## config.mk

```make
export PLATFORM = sky130hd
export DESIGN_NAME = pedal_plausibility_monitor_core
export DESIGN_NICKNAME = d
export VERILOG_FILES = /design/src/hw/rtl/ppm_pkg.sv /design/src/hw/rtl/pedal_plausibility_monitor_core.sv
export VERILOG_INCLUDE_DIRS = /design/src /design/src/hw/rtl
export SDC_FILE = /design/constraint.sdc
export NUM_CORES = 2
export LEC_CHECK = 0
export BUFFER_PORTS_ARGS = -buffer_cell sky130_fd_sc_hd__buf_2
export CORE_MARGIN = 1
export CORE_UTILIZATION = 25
export CTS_BUF_LIST = sky130_fd_sc_hd__clkbuf_8
export DETAILED_ROUTE_END_ITERATION = 6
export GPL_ROUTABILITY_DRIVEN = 0
export PLACE_DENSITY_LB_ADDON = 0.08
export SYNTH_ARGS = -nofsm -noshare
export SYNTH_HDL_FRONTEND = slang
export SYNTH_SLANG_ARGS = --single-unit
```

## constraint.sdc

```tcl
create_clock -name clk -period 10.15 [get_ports clk]
set_clock_uncertainty 0.1 [all_clocks]
set_input_delay 0 -clock clk [delete_from_list [all_inputs] [get_ports clk]]
set_output_delay 0 -clock clk [all_outputs]
set_load 0.03 [all_outputs]
```

## src/hw/rtl/pedal_plausibility_monitor_core_defines.svh

```systemverilog
// Assertion helpers for the pedal monitor core.
// Each macro expects clk and arst_n in scope.
`ifndef PEDAL_PLAUSIBILITY_MONITOR_CORE_DEFINES_SVH
`define PEDAL_PLAUSIBILITY_MONITOR_CORE_DEFINES_SVH

// same-cycle implication
`define PPM_ASSERT_NOW(lbl, ante, cons, msg) \
	lbl: assert property (@(posedge clk) disable iff (!arst_n) (ante) |-> (cons)) \
		else $error(msg);

// next-cycle implication
`define PPM_ASSERT_NEXT(lbl, ante, cons, msg) \
	lbl: assert property (@(posedge clk) disable iff (!arst_n) (ante) |=> (cons)) \
		else $error(msg);

`endif

```

## src/hw/rtl/ppm_pkg.sv

```systemverilog
package ppm_pkg;

	// build defaults
	localparam int SAMPLE_BITS_DEF = 12;
	localparam int TIMER_BITS_DEF  = 16;

	// raw word alignment
	localparam int ADC_SHIFT = 3;

	// register indexes
	localparam logic [2:0] REG_PEDAL_A_RANGE     = 3'd0;
	localparam logic [2:0] REG_PEDAL_B_RANGE     = 3'd1;
	localparam logic [2:0] REG_FRONT_BRAKE_RANGE = 3'd2;
	localparam logic [2:0] REG_REAR_BRAKE_RANGE  = 3'd3;
	localparam logic [2:0] REG_PRESSED_TH        = 3'd4;
	localparam logic [2:0] REG_SHORT_TH          = 3'd5;
	localparam logic [2:0] REG_OPEN_TH           = 3'd6;
	localparam logic [2:0] REG_TIMEOUT           = 3'd7;

	// register reset values
	localparam logic [31:0] RANGE_RESET      = 32'h07FF_0000;
	localparam logic [11:0] PRESSED_TH_RESET = 12'd200;
	localparam logic [11:0] SHORT_TH_RESET   = 12'd50;
	localparam logic [11:0] OPEN_TH_RESET    = 12'd2000;
	localparam logic [15:0] TIMEOUT_RESET    = 16'd100;

	// request kinds
	localparam logic REQ_SAMPLE = 1'b0;
	localparam logic REQ_TICK   = 1'b1;

	// timer phases
	localparam logic [1:0] PH_IDLE = 2'd0;
	localparam logic [1:0] PH_RUN  = 2'd1;
	localparam logic [1:0] PH_EXP  = 2'd2;

	// fault flag bits
	localparam int FLT_DISAGREE = 0;
	localparam int FLT_BT       = 1;
	localparam int FLT_LINE     = 2;
	localparam int FLT_RANGE    = 3;

	typedef struct packed {
		logic        req_type;
		logic [15:0] pedal_a_word;
		logic [15:0] pedal_b_word;
		logic [15:0] front_brake_word;
		logic [15:0] rear_brake_word;
		logic        brake_line_ok;
	} in_item_t;

	typedef struct packed {
		logic [14:0] pedal_a_scaled;
		logic [14:0] pedal_b_scaled;
		logic [14:0] brake_front_scaled;
		logic [14:0] brake_rear_scaled;
		logic        brake_is_pressed;
		logic        any_fault;
		logic        disagree_fault;
		logic        brake_throttle_fault;
		logic        brake_line_fault;
		logic        pedal_range_fault;
	} out_item_t;

endpackage

```

## src/hw/rtl/pedal_plausibility_monitor_core.sv

```systemverilog
// Channel   Direction  Handshake          Payload
// in        input      in_valid/in_stall  in_item_t
// out       output     out_valid/out_stall out_item_t
// cfg       input      cfg_we             cfg_addr, cfg_data
//
// A tick item goes straight to the final step, which registers its result; a
// sample item runs its four channels in turn through one shared restoring
// divider, then operand setup, products on one shared multiplier, the difference,
// the compares and the output load. Reset (arst_n low) clears all flags, timers,
// scaled values and the output register and loads the configuration reset values.
// The result sits in an output register; a stalled result holds the block
// in its final step until it is taken.
`include "pedal_plausibility_monitor_core_defines.svh"

module pedal_plausibility_monitor_core
	import ppm_pkg::*;
#(
	parameter int SAMPLE_BITS = SAMPLE_BITS_DEF,
	parameter int TIMER_BITS  = TIMER_BITS_DEF
) (
	input  logic        clk,
	input  logic        arst_n,
	input  logic        in_valid,
	output logic        in_stall,
	input  in_item_t    in_data,
	output logic        out_valid,
	input  logic        out_stall,
	output out_item_t   out_data,
	input  logic        cfg_we,
	input  logic [2:0]  cfg_addr,
	input  logic [31:0] cfg_data
);

	localparam int S   = SAMPLE_BITS;
	localparam int DW  = S + 2;
	localparam int PW  = 2 * DW;
	localparam int XW  = PW + 1;
	localparam int CW  = XW + 7;
	localparam int EW  = ((S > 12) ? S : 12) + 1;
	localparam int TB  = TIMER_BITS;
	localparam int TCW = (TB > 16) ? TB : 16;

	localparam logic [3:0] ST_IDLE  = 4'd0;
	localparam logic [3:0] ST_SETUP = 4'd1;
	localparam logic [3:0] ST_DIV   = 4'd2;
	localparam logic [3:0] ST_PREP  = 4'd3;
	localparam logic [3:0] ST_MUL   = 4'd4;
	localparam logic [3:0] ST_DIFF  = 4'd5;
	localparam logic [3:0] ST_CMP   = 4'd6;
	localparam logic [3:0] ST_FIN   = 4'd7;

	localparam logic [3:0] DIV_LAST = 4'd14;

	// configuration
	logic [31:0] rng_q [4];
	logic [11:0] press_th_q, short_th_q, open_th_q;
	logic [15:0] timeout_q;

	// control and state
	logic [3:0]    state_q;
	logic [1:0]    ch_q;
	logic [1:0]    mstep_q;
	logic [3:0]    cnt_q;
	logic [S-1:0]  raw_q [4];
	logic          line_ok_q;
	logic [14:0]   scaled_q [4];
	logic          pressed_q;
	logic [3:0]    flt_q;
	logic [1:0]    ph_q [3];
	logic [TB-1:0] tcnt_q [3];
	logic          out_valid_q;
	out_item_t     out_data_q;

	// divider datapath
	logic [S-1:0]  span_q;
	logic          zero_q;
	logic [14:0]   nlo_q;
	logic [S:0]    rem_q;
	logic [14:0]   quo_q;

	// multiply datapath
	logic signed [DW-1:0] na_q, nb_q, da_q, db_q;
	logic signed [PW-1:0] p1_q, p2_q, p3_q;
	logic [XW-1:0]        absx_q;

	logic accept;
	assign accept = in_valid && !in_stall;
	assign in_stall = (state_q != ST_IDLE);

	// result load in the final step
	logic fin_go;
	assign fin_go = (state_q == ST_FIN) && (!out_valid_q || !out_stall);

	// sample extraction
	function automatic logic [S-1:0] get_raw(input logic [15:0] w);
		logic [15:0] sh;
		sh = w >> ADC_SHIFT;
		return sh[S-1:0];
	endfunction

	// per-channel setup for the divider
	logic signed [S-1:0] lo_s, hi_s, r_s, c_s;
	logic signed [S:0]   span_s, d_s;
	logic                span_pos;
	logic [S+14:0]       n_w;
	always_comb begin
		lo_s = rng_q[ch_q][S-1:0];
		hi_s = rng_q[ch_q][16+S-1:16];
		r_s  = raw_q[ch_q];
		span_s = $signed({hi_s[S-1], hi_s}) - $signed({lo_s[S-1], lo_s});
		span_pos = !span_s[S] && (span_s != '0);
		if (r_s < lo_s)
			c_s = lo_s;
		else if (r_s > hi_s)
			c_s = hi_s;
		else
			c_s = r_s;
		if (ch_q == 2'd1)
			d_s = $signed({hi_s[S-1], hi_s}) - $signed({c_s[S-1], c_s});
		else
			d_s = $signed({c_s[S-1], c_s}) - $signed({lo_s[S-1], lo_s});
		n_w = {d_s[S-1:0], 15'd0} - {15'd0, d_s[S-1:0]};
	end

	// one restoring divider step
	logic [S:0] rem_sh, rem_n;
	logic       ge;
	always_comb begin
		rem_sh = {rem_q[S-1:0], nlo_q[cnt_q]};
		ge = rem_sh >= {1'b0, span_q};
		rem_n = ge ? (rem_sh - {1'b0, span_q}) : rem_sh;
	end

	// percent numerators and denominators for both pedals
	logic signed [S-1:0] lo0, hi0, lo1, hi1;
	logic signed [S:0]   sp0, sp1, nae, nbe;
	logic                pos0, pos1;
	always_comb begin
		lo0 = rng_q[0][S-1:0];
		hi0 = rng_q[0][16+S-1:16];
		lo1 = rng_q[1][S-1:0];
		hi1 = rng_q[1][16+S-1:16];
		sp0 = $signed({hi0[S-1], hi0}) - $signed({lo0[S-1], lo0});
		sp1 = $signed({hi1[S-1], hi1}) - $signed({lo1[S-1], lo1});
		pos0 = !sp0[S] && (sp0 != '0);
		pos1 = !sp1[S] && (sp1 != '0);
		nae = $signed({raw_q[0][S-1], raw_q[0]}) - $signed({lo0[S-1], lo0});
		nbe = $signed({hi1[S-1], hi1}) - $signed({raw_q[1][S-1], raw_q[1]});
	end

	// shared multiplier
	logic signed [DW-1:0] ma, mb;
	logic signed [PW-1:0] mp;
	always_comb begin
		case (mstep_q)
			2'd0: begin
				ma = na_q;
				mb = db_q;
			end
			2'd1: begin
				ma = nb_q;
				mb = da_q;
			end
			default: begin
				ma = da_q;
				mb = db_q;
			end
		endcase
		mp = ma * mb;
	end

	// disagreement difference
	logic signed [XW-1:0] x_w;
	always_comb begin
		x_w = $signed({p1_q[PW-1], p1_q}) - $signed({p2_q[PW-1], p2_q});
	end

	// final checks
	logic [CW-1:0]   lhs, rhs;
	logic [DW-1:0]   abs_na;
	logic [DW+4:0]   na4, na20, da_e;
	logic            dis_bad, bt_set, bt_clr, pressed_n, rng_ok;
	logic signed [EW-1:0] r0e, r1e, r2e, pte, ste, ote;
	always_comb begin
		lhs = ({{(CW-XW){1'b0}}, absx_q} << 6) + ({{(CW-XW){1'b0}}, absx_q} << 5)
			+ ({{(CW-XW){1'b0}}, absx_q} << 2);
		rhs = ({{(CW-PW){1'b0}}, p3_q} << 3) + ({{(CW-PW){1'b0}}, p3_q} << 1)
			+ {{(CW-PW){1'b0}}, p3_q};
		dis_bad = lhs >= rhs;
		abs_na = na_q[DW-1] ? DW'(-na_q) : DW'(na_q);
		na4  = {5'd0, abs_na} << 2;
		na20 = ({5'd0, abs_na} << 4) + ({5'd0, abs_na} << 2);
		da_e = {5'd0, da_q};
		r0e = {{(EW-S){raw_q[0][S-1]}}, raw_q[0]};
		r1e = {{(EW-S){raw_q[1][S-1]}}, raw_q[1]};
		r2e = {{(EW-S){raw_q[2][S-1]}}, raw_q[2]};
		pte = {{(EW-12){press_th_q[11]}}, press_th_q};
		ste = {{(EW-12){short_th_q[11]}}, short_th_q};
		ote = {{(EW-12){open_th_q[11]}}, open_th_q};
		pressed_n = r2e >= pte;
		bt_set = pressed_n && (na4 > da_e);
		bt_clr = na20 < da_e;
		rng_ok = (r0e >= ste) && (r0e <= ote) && (r1e >= ste) && (r1e <= ote);
	end

	// persistence conditions per timer
	logic [2:0] bad_w;
	assign bad_w = {!rng_ok, !line_ok_q, dis_bad};

	// timer tick next values
	logic [1:0]    ph_t [3];
	logic [TB-1:0] tcnt_t [3];
	logic [3:0]    flt_t;
	always_comb begin
		flt_t = flt_q;
		for (int i = 0; i < 3; i++) begin
			ph_t[i] = ph_q[i];
			tcnt_t[i] = tcnt_q[i];
			if (ph_q[i] == PH_RUN) begin
				if (tcnt_q[i] != {TB{1'b1}})
					tcnt_t[i] = tcnt_q[i] + 1'b1;
				if (TCW'(tcnt_t[i]) >= TCW'(timeout_q)) begin
					ph_t[i] = PH_EXP;
					case (i)
						0: flt_t[FLT_DISAGREE] = 1'b1;
						1: flt_t[FLT_LINE] = 1'b1;
						default: flt_t[FLT_RANGE] = 1'b1;
					endcase
				end
			end
		end
	end

	// configuration writes
	always_ff @(posedge clk or negedge arst_n) begin
		if (!arst_n) begin
			for (int i = 0; i < 4; i++)
				rng_q[i] <= RANGE_RESET;
			press_th_q <= PRESSED_TH_RESET;
			short_th_q <= SHORT_TH_RESET;
			open_th_q  <= OPEN_TH_RESET;
			timeout_q  <= TIMEOUT_RESET;
		end else if (cfg_we) begin
			case (cfg_addr)
				REG_PEDAL_A_RANGE:     rng_q[0] <= cfg_data;
				REG_PEDAL_B_RANGE:     rng_q[1] <= cfg_data;
				REG_FRONT_BRAKE_RANGE: rng_q[2] <= cfg_data;
				REG_REAR_BRAKE_RANGE:  rng_q[3] <= cfg_data;
				REG_PRESSED_TH:        press_th_q <= cfg_data[11:0];
				REG_SHORT_TH:          short_th_q <= cfg_data[11:0];
				REG_OPEN_TH:           open_th_q <= cfg_data[11:0];
				REG_TIMEOUT:           timeout_q <= cfg_data[15:0];
				default: ;
			endcase
		end
	end

	// datapath registers without reset
	always_ff @(posedge clk) begin
		if (accept) begin
			raw_q[0] <= get_raw(in_data.pedal_a_word);
			raw_q[1] <= get_raw(in_data.pedal_b_word);
			raw_q[2] <= get_raw(in_data.front_brake_word);
			raw_q[3] <= get_raw(in_data.rear_brake_word);
			line_ok_q <= in_data.brake_line_ok;
		end
		case (state_q)
			ST_SETUP: begin
				span_q <= span_s[S-1:0];
				zero_q <= !span_pos;
				nlo_q  <= n_w[14:0];
				rem_q  <= {1'b0, n_w[S+14:15]};
			end
			ST_DIV: begin
				rem_q <= rem_n;
				quo_q <= {quo_q[13:0], ge};
			end
			ST_PREP: begin
				na_q <= pos0 ? DW'(nae) : '0;
				da_q <= pos0 ? DW'(sp0) : DW'(1);
				nb_q <= pos1 ? DW'(nbe) : '0;
				db_q <= pos1 ? DW'(sp1) : DW'(1);
			end
			ST_MUL: begin
				case (mstep_q)
					2'd0: p1_q <= mp;
					2'd1: p2_q <= mp;
					default: p3_q <= mp;
				endcase
			end
			ST_DIFF: begin
				absx_q <= x_w[XW-1] ? XW'(-x_w) : XW'(x_w);
			end
			default: ;
		endcase
	end

	// sequencer and block state
	always_ff @(posedge clk or negedge arst_n) begin
		if (!arst_n) begin
			state_q <= ST_IDLE;
			ch_q <= '0;
			mstep_q <= '0;
			cnt_q <= '0;
			pressed_q <= 1'b0;
			flt_q <= '0;
			out_valid_q <= 1'b0;
			out_data_q <= '0;
			for (int i = 0; i < 4; i++)
				scaled_q[i] <= '0;
			for (int i = 0; i < 3; i++) begin
				ph_q[i] <= PH_IDLE;
				tcnt_q[i] <= '0;
			end
		end else begin
			if (fin_go)
				out_valid_q <= 1'b1;
			else if (out_valid_q && !out_stall)
				out_valid_q <= 1'b0;
			case (state_q)
				ST_IDLE: begin
					if (accept) begin
						if (in_data.req_type == REQ_TICK) begin
							for (int i = 0; i < 3; i++) begin
								ph_q[i] <= ph_t[i];
								tcnt_q[i] <= tcnt_t[i];
							end
							flt_q <= flt_t;
							state_q <= ST_FIN;
						end else begin
							ch_q <= '0;
							state_q <= ST_SETUP;
						end
					end
				end
				ST_SETUP: begin
					cnt_q <= DIV_LAST;
					state_q <= ST_DIV;
				end
				ST_DIV: begin
					if (cnt_q == '0) begin
						scaled_q[ch_q] <= zero_q ? 15'd0 : {quo_q[13:0], ge};
						if (ch_q == 2'd3) begin
							state_q <= ST_PREP;
						end else begin
							ch_q <= ch_q + 1'b1;
							state_q <= ST_SETUP;
						end
					end else begin
						cnt_q <= cnt_q - 1'b1;
					end
				end
				ST_PREP: begin
					mstep_q <= '0;
					state_q <= ST_MUL;
				end
				ST_MUL: begin
					if (mstep_q == 2'd2)
						state_q <= ST_DIFF;
					else
						mstep_q <= mstep_q + 1'b1;
				end
				ST_DIFF: begin
					state_q <= ST_CMP;
				end
				ST_CMP: begin
					pressed_q <= pressed_n;
					if (bt_clr)
						flt_q[FLT_BT] <= 1'b0;
					else if (bt_set)
						flt_q[FLT_BT] <= 1'b1;
					for (int i = 0; i < 3; i++) begin
						if (bad_w[i] && ph_q[i] == PH_IDLE) begin
							ph_q[i] <= PH_RUN;
							tcnt_q[i] <= '0;
						end else if (!bad_w[i] && ph_q[i] == PH_RUN) begin
							ph_q[i] <= PH_IDLE;
							tcnt_q[i] <= '0;
						end
					end
					state_q <= ST_FIN;
				end
				ST_FIN: begin
					if (fin_go) begin
						out_data_q.pedal_a_scaled <= scaled_q[0];
						out_data_q.pedal_b_scaled <= scaled_q[1];
						out_data_q.brake_front_scaled <= scaled_q[2];
						out_data_q.brake_rear_scaled <= scaled_q[3];
						out_data_q.brake_is_pressed <= pressed_q;
						out_data_q.any_fault <= |flt_q;
						out_data_q.disagree_fault <= flt_q[FLT_DISAGREE];
						out_data_q.brake_throttle_fault <= flt_q[FLT_BT];
						out_data_q.brake_line_fault <= flt_q[FLT_LINE];
						out_data_q.pedal_range_fault <= flt_q[FLT_RANGE];
						state_q <= ST_IDLE;
					end
				end
				default: state_q <= ST_IDLE;
			endcase
		end
	end

	assign out_valid = out_valid_q;
	assign out_data = out_data_q;

	// checks
	`PPM_ASSERT_NEXT(a_accept_busy, accept, state_q != ST_IDLE, "accept did not start work")
	`PPM_ASSERT_NOW(a_div_count, state_q == ST_DIV, cnt_q <= DIV_LAST, "divider count overrun")
	`PPM_ASSERT_NEXT(a_disagree_sticky, flt_q[FLT_DISAGREE], flt_q[FLT_DISAGREE], "fault cleared")
	`PPM_ASSERT_NEXT(a_timer_expired, ph_q[0] == PH_EXP, ph_q[0] == PH_EXP, "timer left expiry")
	`PPM_ASSERT_NOW(a_fin_rem, state_q == ST_DIV, rem_q < (S+1)'(span_q) || zero_q, "bad remainder")

endmodule

```

==> run_results.csv <==
group,metric,value,unit
final_layout,multi_input_area,27900,um^2
placement,portBuffers,153,
route,remaining_drc_errors,0,
clocking,cts_hold_buf,184,
worst_setup_path,cp-start-kind,"register",
worst_hold_path,holdPathStages,3,
route,wl_met1,66.9,mm
worst_hold_path,min_to,"timeout_q[11]$_DFFE_PN0P_",
logic_synthesis,synth_warnings,0,
worst_setup_path,required,10620,ps
route,drt_iter0_drc,1396,
logic_synthesis,synth_area,47000,um^2
grt,grt_overflow,0,
clocking,cts_tree,"yes",
logic_synthesis,ys.flop_type,"dfrtp_1",
grt,grt_pass1_wl,221,mm
placement,dp_hpwl,110,mm
worst_setup_path,critical_path_class,"register to register",
worst_setup_path,reg2reg_from,"mstep_q[0]$_DFFE_PN0P_",
timing,finalSetupTns,0,ps
final_layout,area_delta_synth_final,17.4,%
grt,antenna_found_initial,4,
worst_setup_path,r2r_slack,1210,ps
worst_setup_path,reg2reg_to,"p3_q[26]$_DFFE_PP_",
route,routed_wl,144,mm
logic_synthesis,synth_edf_count,268,
floorplan,num_rows,158,
floorplan,io_pins,174,
worst_setup_path,critical_path.top_delay_family,"adder cells",
timing,max_slew_margin,0.139,
grt,grt_pass1_vias,35500,
worst_setup_path,slowest_delay,680,ps
worst_setup_path,cpMostUsedCell,"fa_1",
logic_synthesis,synth.area.top_cells,"edfxtp_1, dfrtp_1, ha_1, fa_1, mux2_2",
logic_synthesis,yosysTopAreaCell,"edfxtp_1",
worst_hold_path,hold_class,"input pin to register",
clocking,clk_pin_slew_worst_paths,60,ps
worst_setup_path,worstSetupEndpointType,"register",
timing,fin_ws,1210,ps
clocking,postCtsResizedCells,0,
route,ant_nets,0,
floorplan,die_h,436,um
clocking,ctsHtreeMaxLevel,3,
timing,fmax,0.112,GHz
flow_run,cap_violations,0,
timing,tightest_slew,1280,ps
route,vias,33900,
worst_hold_path,worstHoldStart,"cfg_data[11]",
outcome,status,"finished clean",
logic_synthesis,synth.avg_cell_area,10.3,um^2
clocking,cts-buffers-inserted,121,
route,top_layer,"met4",
logic_synthesis,netlist_instances,4580,
route,wl_met3,3.49,mm
route,dr.pass1.iters,5,
floorplan,core,186000,um^2
clocking,post-cts-setup-buffers,0,
clocking,insertion_delay,890,ps
logic_synthesis,async_flop_share,0.563,
final_layout,n_fill_cell,19600,
timing,setup_viol,0,
floorplan,start_util,0.253,
logic_synthesis,ys_ff_latch,613,
worst_setup_path,r2r_cells,25,
logic_synthesis,yosysUniqueCellTypes,96,
worst_setup_path,worst-path-buf-inv,6,
worst_setup_path,crit_arrival,9410,ps
grt,grt_max_degree,152,
timing,holdWs,113,ps
final_layout,drive_gt1_frac,0.144,
route,wl_per_cell,19.0,um
floorplan,die_area,190000,um^2
worst_setup_path,critPathMaxFanout,21,
final_layout,nets,5786,
timing,rsz0062_at_grt,"false",
placement,post-place-ws,1190,ps
floorplan,die_x,436,um
clocking,cts_buffer_depth,3,
clocking,clkSinkCount,613,
timing,slew_violations,0,
timing,finalCritPeriodShare,0.881,
timing,finalCriticalPeriod,8940,ps
grt,track_usage,0.151,
timing,timing.final.hold_violations,0,
route,via_per_inst,4.48,
final_layout,seq_area,16800,um^2
logic_synthesis,seq_area_frac_synth,0.356,
clocking,cts_root_buf,"clkbuf_8",
route,wl_met2,70.6,mm
worst_setup_path,critPathSlowestCell,"a21oi_1",
logic_synthesis,synth_top_cell_area_share,0.171,
==> registers in the layout, summed over array words and instances (netlist names), 29 cells and up <==
signal and cells:
out_data 66, scaled_q 60, raw_q 48, rng_q 48, tcnt_q 48, absx_q 29
==> stage by stage <==
stage / instances / util / instance area, um^2
2_1_floorplan: 4582 / - / 47000
3_3_place_gp: 7141 / 0.273 / 50900
3_5_place_dp: 7141 / 0.273 / 50900
4_1_cts: 7556 / 0.296 / 55200
5_1_grt: 7559 / 0.296 / 55200
6_report: 7561 / 0.296 / 55200
==> cell families after synthesis <==
family,Yosys count,share of synthesized area
mux,268,0.0730
buf+inv,654,0.0527
flops,613,0.356
compound gates,936,0.128
fa+ha+maj,712,0.229
simple gates,1167,0.118
other cells,1,0.0000797
xor+xnor,229,0.0426
==> Yosys cell counts (9+ instances only) <==
| cell type | number |
|---|---|
| mux2_2 | 198 |
| nor3_1 | 58 |
| mux4_2 | 36 |
| dfstp_2 | 59 |
| a21oi_1 | 198 |
| nand2_1 | 378 |
| nand4_1 | 40 |
| and3_1 | 30 |
| inv_1 | 536 |
| nor3b_1 | 9 |
| a31oi_1 | 20 |
| o211ai_1 | 14 |
| ha_1 | 462 |
| o31ai_1 | 27 |
| mux2i_1 | 27 |
| o21bai_1 | 30 |
| a211o_1 | 10 |
| fa_1 | 250 |
| nor4_1 | 31 |
| or2_2 | 20 |
| o21a_1 | 53 |
| nand3_1 | 89 |
| dfrtp_1 | 286 |
| a21o_1 | 137 |
| xor2_1 | 81 |
| o21ai_0 | 280 |
| xnor2_1 | 148 |
| nand2b_1 | 64 |
| or3_1 | 16 |
| nor2_1 | 312 |
| a22o_1 | 32 |
| edfxtp_1 | 268 |
| nor2b_1 | 57 |
| clkbuf_1 | 106 |
| and2_1 | 14 |
| a21boi_0 | 29 |
| a211oi_1 | 23 |
==> routing by layer <==
layer  vias up  track usage
met5         -            0
met4         0       0.0346
met3       152       0.0191
met2       352        0.263
met1     16600        0.197
li1      16800            -
==> how the worst max path moves through the flow <==
stage	startpoint	to	slack, ps	depth (start not counted)
after global routing	mstep_q[1]$_DFFE_PN0P_	p2_q[25]$_DFFE_PP_	570	27
after detailed placement	mstep_q[1]$_DFFE_PN0P_	p2_q[26]$_DFFE_PP_	1190	25
after global placement	mstep_q[0]$_DFFE_PN0P_	p3_q[25]$_DFFE_PP_	1220	27
final	mstep_q[0]$_DFFE_PN0P_	p3_q[26]$_DFFE_PP_	1210	25
after floorplan	mstep_q[1]$_DFFE_PN0P_	p1_q[25]$_DFFE_PP_	2340	27
after CTS	mstep_q[1]$_DFFE_PN0P_	p3_q[26]$_DFFE_PP_	1100	25
==> cells in the final DEF (no fill, tap or decap), types with 197 or more instances in the layout <==
cell      synthesis  routed
a21oi_1         198     197
dfrtp_1         286     284
edfxtp_1        268     268
fa_1            250     250
ha_1            462     461
inv_1           536     572
mux2_2          198     198
nand2_1         378     378
nor2_1          312     310
o21ai_0         280     280
==> layout make-up <==
class / instances / share of cell area
multi-input cells: 3315 / 0.505
flip-flops and latches: 613 / 0.304
well taps: 2480 / 0.0562
repair buffers: 380 / 0.0538
inverters: 537 / 0.0365
clock buffers: 127 / 0.0317
clock inverters: 104 / 0.0129
diodes: 5 / 0.000227
==> tightest hold or removal path: stages <==
cell and delay [ps]:
dlygate4sd3_1 520, buf_2 290, mux2_2 210
Power is left out: the tool's default activity adds up to more than one toggle a clock period on the data nets, which glitch-free logic cannot reach.
